===== src/design/i2cms_pkg.sv =====
// Shared types and constants for the I2C master transfer sequencer.
package i2cms_pkg;

  // Default outgoing buffer depth
  localparam int BUF_DEPTH_DEF = 256;

  // Channel widths (tdata payload bits padded to whole bytes)
  localparam int IN_TDATA_W  = 48;
  localparam int IN_TUSER_W  = 2;
  localparam int OUT_TDATA_W = 32;
  localparam int OUT_TUSER_W = 3;

  // Request kinds carried on in_tuser
  typedef enum logic [1:0] {
    REQ_LOAD  = 2'd0,
    REQ_START = 2'd1,
    REQ_EVENT = 2'd2
  } req_t;

  // Bus event codes
  typedef enum logic [2:0] {
    EV_START_SENT = 3'd0,
    EV_ADDR_TX    = 3'd1,
    EV_ADDR_RX    = 3'd2,
    EV_TX_EMPTY   = 3'd3,
    EV_BYTE_DONE  = 3'd4,
    EV_BYTE_RX    = 3'd5,
    EV_BUS_ERROR  = 3'd6,
    EV_OTHER      = 3'd7
  } ev_t;

  // Bus actions
  typedef enum logic [2:0] {
    ACT_NONE  = 3'd0,
    ACT_START = 3'd1,
    ACT_ADDR  = 3'd2,
    ACT_DATA  = 3'd3,
    ACT_STOP  = 3'd4
  } act_t;

  // Transfer phases
  typedef enum logic [3:0] {
    PH_IDLE     = 4'd0,
    PH_W_START  = 4'd1,
    PH_W_ADDR   = 4'd2,
    PH_W_DATA   = 4'd3,
    PH_R_START  = 4'd4,
    PH_R_ADDR   = 4'd5,
    PH_R_CMD    = 4'd6,
    PH_R_START2 = 4'd7,
    PH_R_ADDR2  = 4'd8,
    PH_R_DATA   = 4'd9
  } phase_t;

  // Handshake state: take an item, or wait for buffer read data
  typedef enum logic {
    CS_ACCEPT = 1'b0,
    CS_FETCH  = 1'b1
  } ctl_state_t;

  // Source of the bus byte in the result
  typedef enum logic [2:0] {
    BS_ZERO    = 3'd0,
    BS_WR_ADDR = 3'd1,
    BS_RD_ADDR = 3'd2,
    BS_COMMAND = 3'd3,
    BS_BUF     = 3'd4
  } byte_sel_t;

  // Controller to datapath commands
  typedef struct packed {
    logic      start_load;
    logic      buf_write;
    logic      buf_read;
    logic      count_inc;
    logic      res_load;
    act_t      act;
    byte_sel_t byte_sel;
    logic      rx_deliver;
    logic      done;
    logic      err;
  } ctl_cmd_t;

  // Datapath to controller status
  typedef struct packed {
    logic cmd_mode;
    logic more_to_send;
    logic last_rx;
  } dp_status_t;

endpackage


===== src/design/i2c_master_transfer_sequencer.sv =====
// Top level of the I2C master transfer sequencer.
// Every accepted item gives exactly one result. A write-data step that sends
// a buffer byte first reads the buffer, then loads its result, as the buffer
// memory has a registered read port; no item is taken meanwhile. The result
// waits in an output register, and the next item is taken in the cycle that
// result is taken. Loads beyond BUF_DEPTH are dropped; the send position wraps
// at BUF_DEPTH. Buffer entries read before being loaded give undefined data.
module i2c_master_transfer_sequencer #(
  parameter int BUF_DEPTH = i2cms_pkg::BUF_DEPTH_DEF
) (
  input  logic                               clk,
  input  logic                               rst_n,
  input  logic                               in_tvalid,
  output logic                               in_tready,
  // buf_index, data_byte, dev_addr, command_byte, use_command, is_read,
  // xfer_length, event_code, zero pad
  input  logic [i2cms_pkg::IN_TDATA_W-1:0]   in_tdata,
  // req_type
  input  logic [i2cms_pkg::IN_TUSER_W-1:0]   in_tuser,
  output logic                               out_tvalid,
  input  logic                               out_tready,
  // bus_byte, rx_valid, rx_index, rx_byte, done_res, error, zero pad
  output logic [i2cms_pkg::OUT_TDATA_W-1:0]  out_tdata,
  // action
  output logic [i2cms_pkg::OUT_TUSER_W-1:0]  out_tuser
);
  import i2cms_pkg::*;

  ctl_cmd_t   cmd;
  dp_status_t status;
  logic [2:0] action;
  logic [7:0] bus_byte;
  logic       rx_valid;
  logic [7:0] rx_index;
  logic [7:0] rx_byte;
  logic       done_res;
  logic       error;

  i2cms_ctrl u_ctrl (
    .clk        (clk),
    .rst_n      (rst_n),
    .in_tvalid  (in_tvalid),
    .in_tready  (in_tready),
    .req_type   (in_tuser[1:0]),
    .event_code (in_tdata[43:41]),
    .is_read    (in_tdata[32]),
    .out_tvalid (out_tvalid),
    .out_tready (out_tready),
    .status     (status),
    .cmd        (cmd)
  );

  i2cms_dpath #(
    .BUF_DEPTH (BUF_DEPTH)
  ) u_dpath (
    .clk          (clk),
    .rst_n        (rst_n),
    .cmd          (cmd),
    .status       (status),
    .buf_index    (in_tdata[7:0]),
    .data_byte    (in_tdata[15:8]),
    .dev_addr     (in_tdata[22:16]),
    .command_byte (in_tdata[30:23]),
    .use_command  (in_tdata[31]),
    .xfer_length  (in_tdata[40:33]),
    .action       (action),
    .bus_byte     (bus_byte),
    .rx_valid     (rx_valid),
    .rx_index     (rx_index),
    .rx_byte      (rx_byte),
    .done_res     (done_res),
    .error        (error)
  );

  // Result packing
  assign out_tdata = {5'd0, error, done_res, rx_byte, rx_index, rx_valid, bus_byte};
  assign out_tuser = action;

endmodule


===== src/design/i2cms_ctrl.sv =====
// Controller: transfer phase machine and channel handshake.
module i2cms_ctrl (
  input  logic                  clk,
  input  logic                  rst_n,
  input  logic                  in_tvalid,
  output logic                  in_tready,
  input  logic [1:0]            req_type,
  input  logic [2:0]            event_code,
  input  logic                  is_read,
  output logic                  out_tvalid,
  input  logic                  out_tready,
  input  i2cms_pkg::dp_status_t status,
  output i2cms_pkg::ctl_cmd_t   cmd
);
  import i2cms_pkg::*;

  phase_t     phase_r, phase_nxt;
  ctl_state_t state_r, state_nxt;
  logic       out_valid_r, out_valid_nxt;
  logic       in_fire;

  assign in_tready  = (state_r == CS_ACCEPT) && (!out_valid_r || out_tready);
  assign in_fire    = in_tvalid && in_tready;
  assign out_tvalid = out_valid_r;

  // Next phase and handshake state
  always_comb begin
    phase_nxt     = phase_r;
    state_nxt     = state_r;
    out_valid_nxt = out_valid_r && !out_tready;
    if (state_r == CS_FETCH) begin
      state_nxt     = CS_ACCEPT;
      out_valid_nxt = 1'b1;
    end else if (in_fire) begin
      out_valid_nxt = 1'b1;
      case (req_type)
        REQ_START: begin
          if (phase_r == PH_IDLE) phase_nxt = is_read ? PH_R_START : PH_W_START;
        end
        REQ_EVENT: begin
          if (phase_r != PH_IDLE && event_code == EV_BUS_ERROR) begin
            phase_nxt = PH_IDLE;
          end else begin
            case (phase_r)
              PH_IDLE: phase_nxt = PH_IDLE;
              PH_W_START:
                phase_nxt = (event_code == EV_START_SENT) ? PH_W_ADDR : PH_IDLE;
              PH_W_ADDR: begin
                if (event_code == EV_ADDR_TX) begin
                  phase_nxt = PH_W_DATA;
                  if (!status.cmd_mode) begin
                    state_nxt     = CS_FETCH;
                    out_valid_nxt = 1'b0;
                  end
                end else begin
                  phase_nxt = PH_IDLE;
                end
              end
              PH_W_DATA: begin
                if (event_code == EV_TX_EMPTY) begin
                  if (status.more_to_send) begin
                    state_nxt     = CS_FETCH;
                    out_valid_nxt = 1'b0;
                  end
                end else begin
                  phase_nxt = PH_IDLE;
                end
              end
              PH_R_START:
                phase_nxt = (event_code == EV_START_SENT) ? PH_R_ADDR : PH_IDLE;
              PH_R_ADDR: begin
                if (status.cmd_mode && event_code == EV_ADDR_TX) phase_nxt = PH_R_CMD;
                else if (!status.cmd_mode && event_code == EV_ADDR_RX)
                  phase_nxt = PH_R_DATA;
                else phase_nxt = PH_IDLE;
              end
              PH_R_CMD:
                phase_nxt = (event_code == EV_BYTE_DONE) ? PH_R_START2 : PH_IDLE;
              PH_R_START2:
                phase_nxt = (event_code == EV_START_SENT) ? PH_R_ADDR2 : PH_IDLE;
              PH_R_ADDR2:
                phase_nxt = (event_code == EV_ADDR_RX) ? PH_R_DATA : PH_IDLE;
              PH_R_DATA: begin
                if (event_code != EV_BYTE_RX || status.last_rx) phase_nxt = PH_IDLE;
              end
              default: phase_nxt = PH_IDLE;
            endcase
          end
        end
        default: phase_nxt = phase_r;
      endcase
    end
  end

  // Commands to the datapath
  always_comb begin
    cmd = '{start_load: 1'b0, buf_write: 1'b0, buf_read: 1'b0, count_inc: 1'b0,
            res_load: 1'b0, act: ACT_NONE, byte_sel: BS_ZERO, rx_deliver: 1'b0,
            done: 1'b0, err: 1'b0};
    if (state_r == CS_FETCH) begin
      // buffer byte now in the read register
      cmd.res_load = 1'b1;
      cmd.act      = ACT_DATA;
      cmd.byte_sel = BS_BUF;
    end else if (in_fire) begin
      cmd.res_load = 1'b1;
      case (req_type)
        REQ_LOAD: cmd.buf_write = 1'b1;
        REQ_START: begin
          if (phase_r != PH_IDLE) begin
            cmd.err = 1'b1;
          end else begin
            cmd.start_load = 1'b1;
            cmd.act        = ACT_START;
          end
        end
        REQ_EVENT: begin
          if (event_code == EV_BUS_ERROR) begin
            cmd.err = 1'b1;
          end else begin
            case (phase_r)
              PH_IDLE: cmd.err = 1'b0;
              PH_W_START: begin
                if (event_code == EV_START_SENT) begin
                  cmd.act      = ACT_ADDR;
                  cmd.byte_sel = BS_WR_ADDR;
                end else cmd.err = 1'b1;
              end
              PH_W_ADDR: begin
                if (event_code == EV_ADDR_TX) begin
                  if (status.cmd_mode) begin
                    cmd.act      = ACT_DATA;
                    cmd.byte_sel = BS_COMMAND;
                  end else begin
                    cmd.res_load  = 1'b0;
                    cmd.buf_read  = 1'b1;
                    cmd.count_inc = 1'b1;
                  end
                end else cmd.err = 1'b1;
              end
              PH_W_DATA: begin
                if (event_code == EV_TX_EMPTY) begin
                  if (status.more_to_send) begin
                    cmd.res_load  = 1'b0;
                    cmd.buf_read  = 1'b1;
                    cmd.count_inc = 1'b1;
                  end
                end else if (event_code == EV_BYTE_DONE) begin
                  cmd.act  = ACT_STOP;
                  cmd.done = 1'b1;
                end else cmd.err = 1'b1;
              end
              PH_R_START: begin
                if (event_code == EV_START_SENT) begin
                  cmd.act      = ACT_ADDR;
                  cmd.byte_sel = status.cmd_mode ? BS_WR_ADDR : BS_RD_ADDR;
                end else cmd.err = 1'b1;
              end
              PH_R_ADDR: begin
                if (status.cmd_mode && event_code == EV_ADDR_TX) begin
                  cmd.act      = ACT_DATA;
                  cmd.byte_sel = BS_COMMAND;
                end else if (!(!status.cmd_mode && event_code == EV_ADDR_RX)) begin
                  cmd.err = 1'b1;
                end
              end
              PH_R_CMD: begin
                if (event_code == EV_BYTE_DONE) cmd.act = ACT_START;
                else cmd.err = 1'b1;
              end
              PH_R_START2: begin
                if (event_code == EV_START_SENT) begin
                  cmd.act      = ACT_ADDR;
                  cmd.byte_sel = BS_RD_ADDR;
                end else cmd.err = 1'b1;
              end
              PH_R_ADDR2: begin
                if (event_code != EV_ADDR_RX) cmd.err = 1'b1;
              end
              PH_R_DATA: begin
                if (event_code == EV_BYTE_RX) begin
                  cmd.rx_deliver = 1'b1;
                  cmd.count_inc  = 1'b1;
                  if (status.last_rx) begin
                    cmd.act  = ACT_STOP;
                    cmd.done = 1'b1;
                  end
                end else cmd.err = 1'b1;
              end
              default: cmd.err = 1'b1;
            endcase
          end
        end
        default: cmd.err = 1'b0;
      endcase
    end
  end

  // Control registers
  always_ff @(posedge clk) begin
    if (!rst_n) begin
      phase_r     <= PH_IDLE;
      state_r     <= CS_ACCEPT;
      out_valid_r <= 1'b0;
    end else begin
      phase_r     <= phase_nxt;
      state_r     <= state_nxt;
      out_valid_r <= out_valid_nxt;
    end
  end

endmodule


===== src/design/i2cms_dpath.sv =====
// Datapath: transfer registers, outgoing buffer and result register.
module i2cms_dpath #(
  parameter int BUF_DEPTH = i2cms_pkg::BUF_DEPTH_DEF
) (
  input  logic                  clk,
  input  logic                  rst_n,
  input  i2cms_pkg::ctl_cmd_t   cmd,
  output i2cms_pkg::dp_status_t status,
  input  logic [7:0]            buf_index,
  input  logic [7:0]            data_byte,
  input  logic [6:0]            dev_addr,
  input  logic [7:0]            command_byte,
  input  logic                  use_command,
  input  logic [7:0]            xfer_length,
  output logic [2:0]            action,
  output logic [7:0]            bus_byte,
  output logic                  rx_valid,
  output logic [7:0]            rx_index,
  output logic [7:0]            rx_byte,
  output logic                  done_res,
  output logic                  error
);
  import i2cms_pkg::*;

  localparam int AW = $clog2(BUF_DEPTH);
  localparam logic [8:0]    DEPTH_W = 9'(BUF_DEPTH);
  localparam logic [AW-1:0] POS_MAX = AW'(BUF_DEPTH - 1);

  // Transfer registers
  logic          cmd_mode_r;
  logic [6:0]    target_addr_r;
  logic [7:0]    saved_command_r;
  logic [7:0]    target_length_r;
  logic [7:0]    byte_count_r;
  logic [AW-1:0] pos_r;   // byte_count modulo buffer depth

  // Buffer
  logic [7:0]    mem [BUF_DEPTH];
  logic [7:0]    rd_data_r;

  // Result register
  act_t          act_r;
  logic [7:0]    bus_byte_r;
  logic          rx_valid_r;
  logic [7:0]    rx_index_r;
  logic [7:0]    rx_byte_r;
  logic          done_r;
  logic          err_r;

  logic [8:0]    count_inc_w;
  logic [7:0]    byte_pick;
  logic          load_in_range;

  assign count_inc_w   = {1'b0, byte_count_r} + 9'd1;
  assign load_in_range = ({1'b0, buf_index} < DEPTH_W);

  assign status.cmd_mode     = cmd_mode_r;
  assign status.more_to_send = (byte_count_r < target_length_r);
  assign status.last_rx      = (count_inc_w >= {1'b0, target_length_r});

  // Transfer set-up and byte counting
  always_ff @(posedge clk) begin
    if (!rst_n) begin
      cmd_mode_r      <= 1'b0;
      target_addr_r   <= '0;
      saved_command_r <= '0;
      target_length_r <= '0;
      byte_count_r    <= '0;
      pos_r           <= '0;
    end else if (cmd.start_load) begin
      cmd_mode_r      <= use_command;
      target_addr_r   <= dev_addr;
      saved_command_r <= command_byte;
      target_length_r <= (xfer_length == 8'd0) ? 8'd1 : xfer_length;
      byte_count_r    <= '0;
      pos_r           <= '0;
    end else if (cmd.count_inc) begin
      byte_count_r <= count_inc_w[7:0];
      pos_r        <= (pos_r == POS_MAX) ? '0 : pos_r + AW'(1);
    end
  end

  // Buffer write and registered read
  always_ff @(posedge clk) begin
    if (cmd.buf_write && load_in_range) mem[buf_index[AW-1:0]] <= data_byte;
    if (cmd.buf_read) rd_data_r <= mem[pos_r];
  end

  // Bus byte source
  always_comb begin
    case (cmd.byte_sel)
      BS_ZERO:    byte_pick = 8'd0;
      BS_WR_ADDR: byte_pick = {target_addr_r, 1'b0};
      BS_RD_ADDR: byte_pick = {target_addr_r, 1'b1};
      BS_COMMAND: byte_pick = saved_command_r;
      BS_BUF:     byte_pick = rd_data_r;
      default:    byte_pick = 8'd0;
    endcase
  end

  // Result register
  always_ff @(posedge clk) begin
    if (cmd.res_load) begin
      act_r      <= cmd.act;
      bus_byte_r <= byte_pick;
      rx_valid_r <= cmd.rx_deliver;
      rx_index_r <= cmd.rx_deliver ? byte_count_r : 8'd0;
      rx_byte_r  <= cmd.rx_deliver ? data_byte : 8'd0;
      done_r     <= cmd.done;
      err_r      <= cmd.err;
    end
  end

  assign action   = act_r;
  assign bus_byte = bus_byte_r;
  assign rx_valid = rx_valid_r;
  assign rx_index = rx_index_r;
  assign rx_byte  = rx_byte_r;
  assign done_res = done_r;
  assign error    = err_r;

endmodule


===== config.mk =====
export PLATFORM = sky130hd
export DESIGN_NAME = i2c_master_transfer_sequencer
export DESIGN_NICKNAME = d
export VERILOG_FILES = /design/src/design/i2cms_pkg.sv /design/src/design/i2c_master_transfer_sequencer.sv /design/src/design/i2cms_ctrl.sv /design/src/design/i2cms_dpath.sv
export SDC_FILE = /design/constraint.sdc
export NUM_CORES = 2
export LEC_CHECK = 0
export CAP_MARGIN = 20
export CORE_MARGIN = 3
export CORE_UTILIZATION = 55
export DETAILED_ROUTE_END_ITERATION = 8
export DONT_BUFFER_PORTS = 1
export PLACE_DENSITY = 0.7
export REMOVE_ABC_BUFFERS = 1
export SLEW_MARGIN = 5
export SYNTH_ARGS = -nofsm -noshare
export SYNTH_HDL_FRONTEND = slang
export SYNTH_SLANG_ARGS = --single-unit
export TNS_END_PERCENT = 10

===== constraint.sdc =====
create_clock -name clk -period 3.7 [get_ports clk]
set_input_delay 0.74 -clock clk [delete_from_list [all_inputs] [get_ports clk]]
set_output_delay 0.74 -clock clk [all_outputs]
set_load 0.02 [all_outputs]

Yosys cells after proc, flatten, opt, wreduce, memory -nomap -nowiden:

Memory sizes are Yosys's and may differ from the RTL's. A register that Yosys moved wholly into a read port is not among the register bits.
Index checks and enable logic that the tools add are counted.

* $add $sub $neg: 2
* multiply operators: 0
* div/mod/pow operators: 0
* $lt $le $gt $ge: 2
* equality and inequality tests: 27
* shift operators: 0
* muxes and demuxes: 84
* bitwise gates (word level): 4
* reductions and logical operators: 23

Operators by type and width (count)
* $mux W3: 12
* $mux W4: 9
* $pmux W4 S9: 1
* $mux W1: 32
* $pmux W8 S4: 1
* $mux W5: 6
* $pmux W3 S8: 1
* $eq A4 B3 Y1 const B: 4
* $mux W8: 2
* $pmux W3 S5: 1
* $mux W14: 1
* $eq A3 B2 Y1 const B: 4
* $eq A3 B3 Y1 const B: 4
* $pmux W1 S2: 6
* $mux W11: 1
* $mux W2: 5
* $add A8 B1 Y9 const B: 1
* $ge A9 B8 Y1: 1
* $mux W9: 1
* $add A8 B1 Y8 const B: 1
* $eq A4 B2 Y1 const B: 2
* $eq A4 B4 Y1 const B: 2
* $eq A8 B8 Y1 const B: 1
* $logic_not A8 Y1: 1
* other kinds (29): 42

* register bits after elaboration: 76
* bits in latches: 0
* bits in writable memories: 2048
* memory bits (read-only): 0
* bits of input ports: 54
* output and inout bits: 37
* memories: 1

Memories
* u_dpath.mem: words 256, bits a word 8, read ports 1, clocked after memory_dff 1, write ports 1, line i2cms_dpath.sv:38 `logic [7:0] mem [BUF_DEPTH];`

Depth between registers and ports, before layout:

* depth in word-level cells: 11
* depth in mapped cells: 12

Hierarchy:

Synthesis repeated with hierarchy kept, for this count alone.

* cell total of the unflattened synthesis: 4298
* area, all modules: 84584.9 sq um

By module, submodules not included
* i2cms_dpath: times used 1, cells each 4132, area an instance 83387.5 sq um, seq. area each 63440.8 sq um
* i2cms_ctrl: times used 1, cells each 157, area an instance 1133.6 sq um, seq. area each 120.1 sq um
* i2c_master_transfer_sequencer: times used 1, cells each 9, area an instance 63.8 sq um, seq. area each 0.0 sq um

Worst setup path before layout:

OpenSTA, ideal clock, no wires.

* path type: input-to-reg
* start point: input in_tdata[42] (netlist name)
* end point: register u_dpath.act_r[0], in the netlist u_dpath.action[0] (enable)
* library setup time: 0.465 ns
* arrival: 2.251 ns
* data required time: 3.235 ns
* setup slack: 0.983 ns
* stages on the path: 8
* cell sequence: buf_2 > inv_1 > nor2_1 > nand2_1 > a211oi_2 > a21oi_1 > o21ai_0 > nand2_1

RTL lines
* start, declared: line i2c_master_transfer_sequencer.sv:17 `input logic [i2cms_pkg::IN_TDATA_W-1:0] in_tdata,`
* end signal, assigned: line i2cms_dpath.sv:104 `act_r <= cmd.act;`
* end, declared: line i2cms_dpath.sv:42 `act_t act_r;`

==> flow_summary.ini <==
[status]
outcome = finished with violations
violations = negative setup slack

[synthesis]
ys.flop_type = edfxtp_1
syn_area_per_cell_um2 = 19.3
synth_area_um2 = 84900
synth_seq_area_share = 0.749
ys_types = 96
yosys_warnings = 0
synth_edf_count = 2086
syn_inst = 4406
async_flop_share = 0
synth-seq-cells = 2132

[clocking]
cts_made_buffers = 204
root_buffer = clkbuf_16
htreeDepth = 4
hold_buffers = 5
insertion_delay_ns = 0.83
post_cts_buffers = 0
cts_tree = yes
postCtsResizedCells = 0
clock_sinks = 2132
max-clock-path-buffers = 3
clk_pin_slew_worst_paths_ns = 0.06

[timing]
relSlewSlack = 0.157
period_needed_ns = 3.71
whs_ns = 0.0549
setup_ws_ns = -0.0138
clock_skew_ns = 0.0309
setup_tns_ns = -0.0138
setup_violations = 1
tightestPinTransition_ns = 1.26
min_period_over_period = 1.00
hold_violations = 0
grt_setup_unrepaired = false
final-max-slew-violation-count = 0
max_freq_mhz = 269

[die]
start_util = 0.556
ios = 91
core_area_um2 = 153000
die_area_um2 = 159000
rows = 143
dieWidth_um = 399
die_h_um = 399

[critical_path]
slowest_stage = dfxtp_4
worstPathRequired_ns = 4.26
cp_max_fo = 31
arrival_ns = 4.28
crit_path_start_kind = flip-flop
path_cells = and2_1 -> buf_4 -> a221oi_1 -> a21o_1 -> a222oi_1 -> o221ai_1 -> a31oi_1 -> o32ai_1
cp_slowest_stage_delay_ns = 0.82
end_kind = flip-flop
worstSetupPathType = reg -> reg

[grt]
antenna_found_initial = 7
overflow = 0
grt_pass1_vias = 45209
grt_usage = 0.285
grt_max_degree = 258
grt_first_pass_wirelength_mm = 324

[layout]
final_util = 0.632
nNetsFinal = 4930
area_growth_pct = 13.6
final_area_um2 = 96500
nFillCells = 10248
drive_gt1_frac = 0.247

[routing]
ant_nets = 0
route.detailed.drc = 0
first_pass_iters = 7
avgRoutedWirePerCell_um = 31.9
wl_mm = 225
routed_via_density = 6.61
num_vias = 46636
drt_iter0_drc = 6836

[placed_design]
pre_cts_ws_ns = 0.206
globalplace.congestion = 0.915
io_buffers = 0
hpwl_mm = 137
place_area_um2 = 89900

[min_path]
min_path_type = in -> reg

[pwr]
irDropWorstVdd_v = 0.000451
p_per_area_nw_per_um2 = 490
p_leak_nw = 29.9

[flow_run]
maxCapViolCount = 0
## per-layer routing
| layer | GRT usage | routed length, µm |
|---|---|---|
| met1 | 0.404 | 85900 |
| met2 | 0.439 | 106000 |
| met3 | 0.0664 | 24800 |
| met4 | 0.104 | 8920 |
| met5 | 0 | 36 |
## area by class of cell
| cell class | instances | area [µm²] | area share |
|---|---|---|---|
| Inverter | 26 | 97.6 | 0.00101 |
| Tap cell | 2030 | 2540 | 0.0263 |
| Multi-Input combinational cell | 1978 | 19400 | 0.201 |
| Timing Repair Buffer | 513 | 4330 | 0.0448 |
| Sequential cell | 2132 | 63600 | 0.659 |
| Clock buffer | 253 | 5420 | 0.0561 |
| Antenna cell | 3 | 7.51 | 0.0000778 |
| Clock inverter | 123 | 1110 | 0.0115 |
## path summary, 6_finish.rpt
| path | startpoint | endpoint | slack [ns] | depth (start not counted) |
|---|---|---|---|---|
| setup reg to reg | u_dpath.pos_r[2] | u_dpath.rd_data_r[2] | -0.01 | 8 |
| setup / recovery | u_dpath.pos_r[2] | u_dpath.rd_data_r[2] | -0.01 | 8 |
| hold / removal | rst_n | u_dpath.target_addr_r[3] | 0.05 | 1 |
| hold reg to reg | u_dpath.saved_command_r[4] | u_dpath.saved_command_r[4] | 0.46 | 2 |
## synth_stat cells (42+ instances only)
cell type,number,area share
nand3_1,42,0.0025
o21ai_0,69,0.0041
buf_2,66,0.0039
edfxtp_1,2086,0.74
dfxtp_1,46,0.011
nor2_1,319,0.014
a22oi_1,67,0.0059
o22ai_1,45,0.0033
clkbuf_1,93,0.0041
nand2_1,187,0.0083
mux4_2,364,0.097
a21oi_1,114,0.0067
mux2i_1,245,0.029
## metrics by stage
step                      total power [W]  instances
after floorplan                    0.0272       4136
after global placement             0.0273       6674
after detailed placement           0.0273       6674
after CTS                          0.0475       7055
after global routing               0.0484       7055
final                              0.0473       7058
## where the power goes
part / leakage, nW / total (W) / internal (W) / switching (W)
sequential: 19.2 / 0.0266 / 0.0265 / 0.0000401
clock: 3.20 / 0.0205 / 0.0117 / 0.00876
combinational: 7.53 / 0.000216 / 0.0000667 / 0.000149
## placed cells by master (no fill, tap or decap), types with 8 or more instances in the layout
master	synthesis	layout
edfxtp_1	2086	2086
buf_4	38	471
mux4_2	364	364
nor2_1	319	318
mux2i_1	245	245
clkbuf_16	0	210
nand2_1	187	187
a21oi_1	114	114
o21ai_0	69	69
a22oi_1	67	67
clkinv_1	2	51
o22ai_1	45	45
clkbuf_1	93	43
clkinv_2	0	40
dfxtp_1	46	39
nand3_1	42	38
o221ai_1	38	38
a221oi_1	37	37
buf_12	13	37
mux2_2	35	35
a211oi_1	30	30
mux4_1	29	29
nor2b_1	32	28
a21boi_0	26	26
inv_1	24	23
ha_1	21	21
and2_1	21	20
bufinv_16	0	20
nor3_1	18	18
a31oi_1	18	18
nand4_1	16	16
o211ai_1	15	15
o2111ai_1	15	15
or4_1	12	12
o31ai_1	12	12
a22o_1	10	10
nor4_1	8	8
## critical path, delay by kind of cell, from the launching register on
kind                   cells  cell delay, ns
AND/OR/NAND/NOR            1            0.56
flip-flops                 1            0.82
AO/OA/AOI/OAI              6            1.67
buffers and inverters      1            0.32
## registers in the layout (all words and copies together) (netlist names)
signal / count
u_dpath.rx_byte: 8
u_ctrl.out_tvalid: 1
u_dpath.target_addr_r: 7
u_dpath.rd_data_r: 8
u_dpath.target_length_r: 8
u_dpath.error: 1
u_ctrl.phase_r: 4
u_dpath.bus_byte: 8
u_dpath.mem: 2048
u_ctrl.state_r: 1
u_dpath.action: 3
u_dpath.cmd_mode_r: 1
u_dpath.saved_command_r: 8
u_dpath.byte_count_r: 8
u_dpath.pos_r: 8
u_dpath.rx_index: 8
u_dpath.rx_valid: 1
u_dpath.done_res: 1
## cells by family after synthesis
| kind of cell | share of synthesized area |
|---|---|
| DFF | 0.749 |
| and+or+nand+nor | 0.0376 |
| muxes | 0.139 |
| AOI/OAI and AO/OA | 0.0471 |
| buffers and inverters | 0.0238 |
| adders and majority gates | 0.00309 |
| xor gates and xnor gates | 0.000722 |
| other | 0.0000442 |
(Power assumes the default switching activity.)
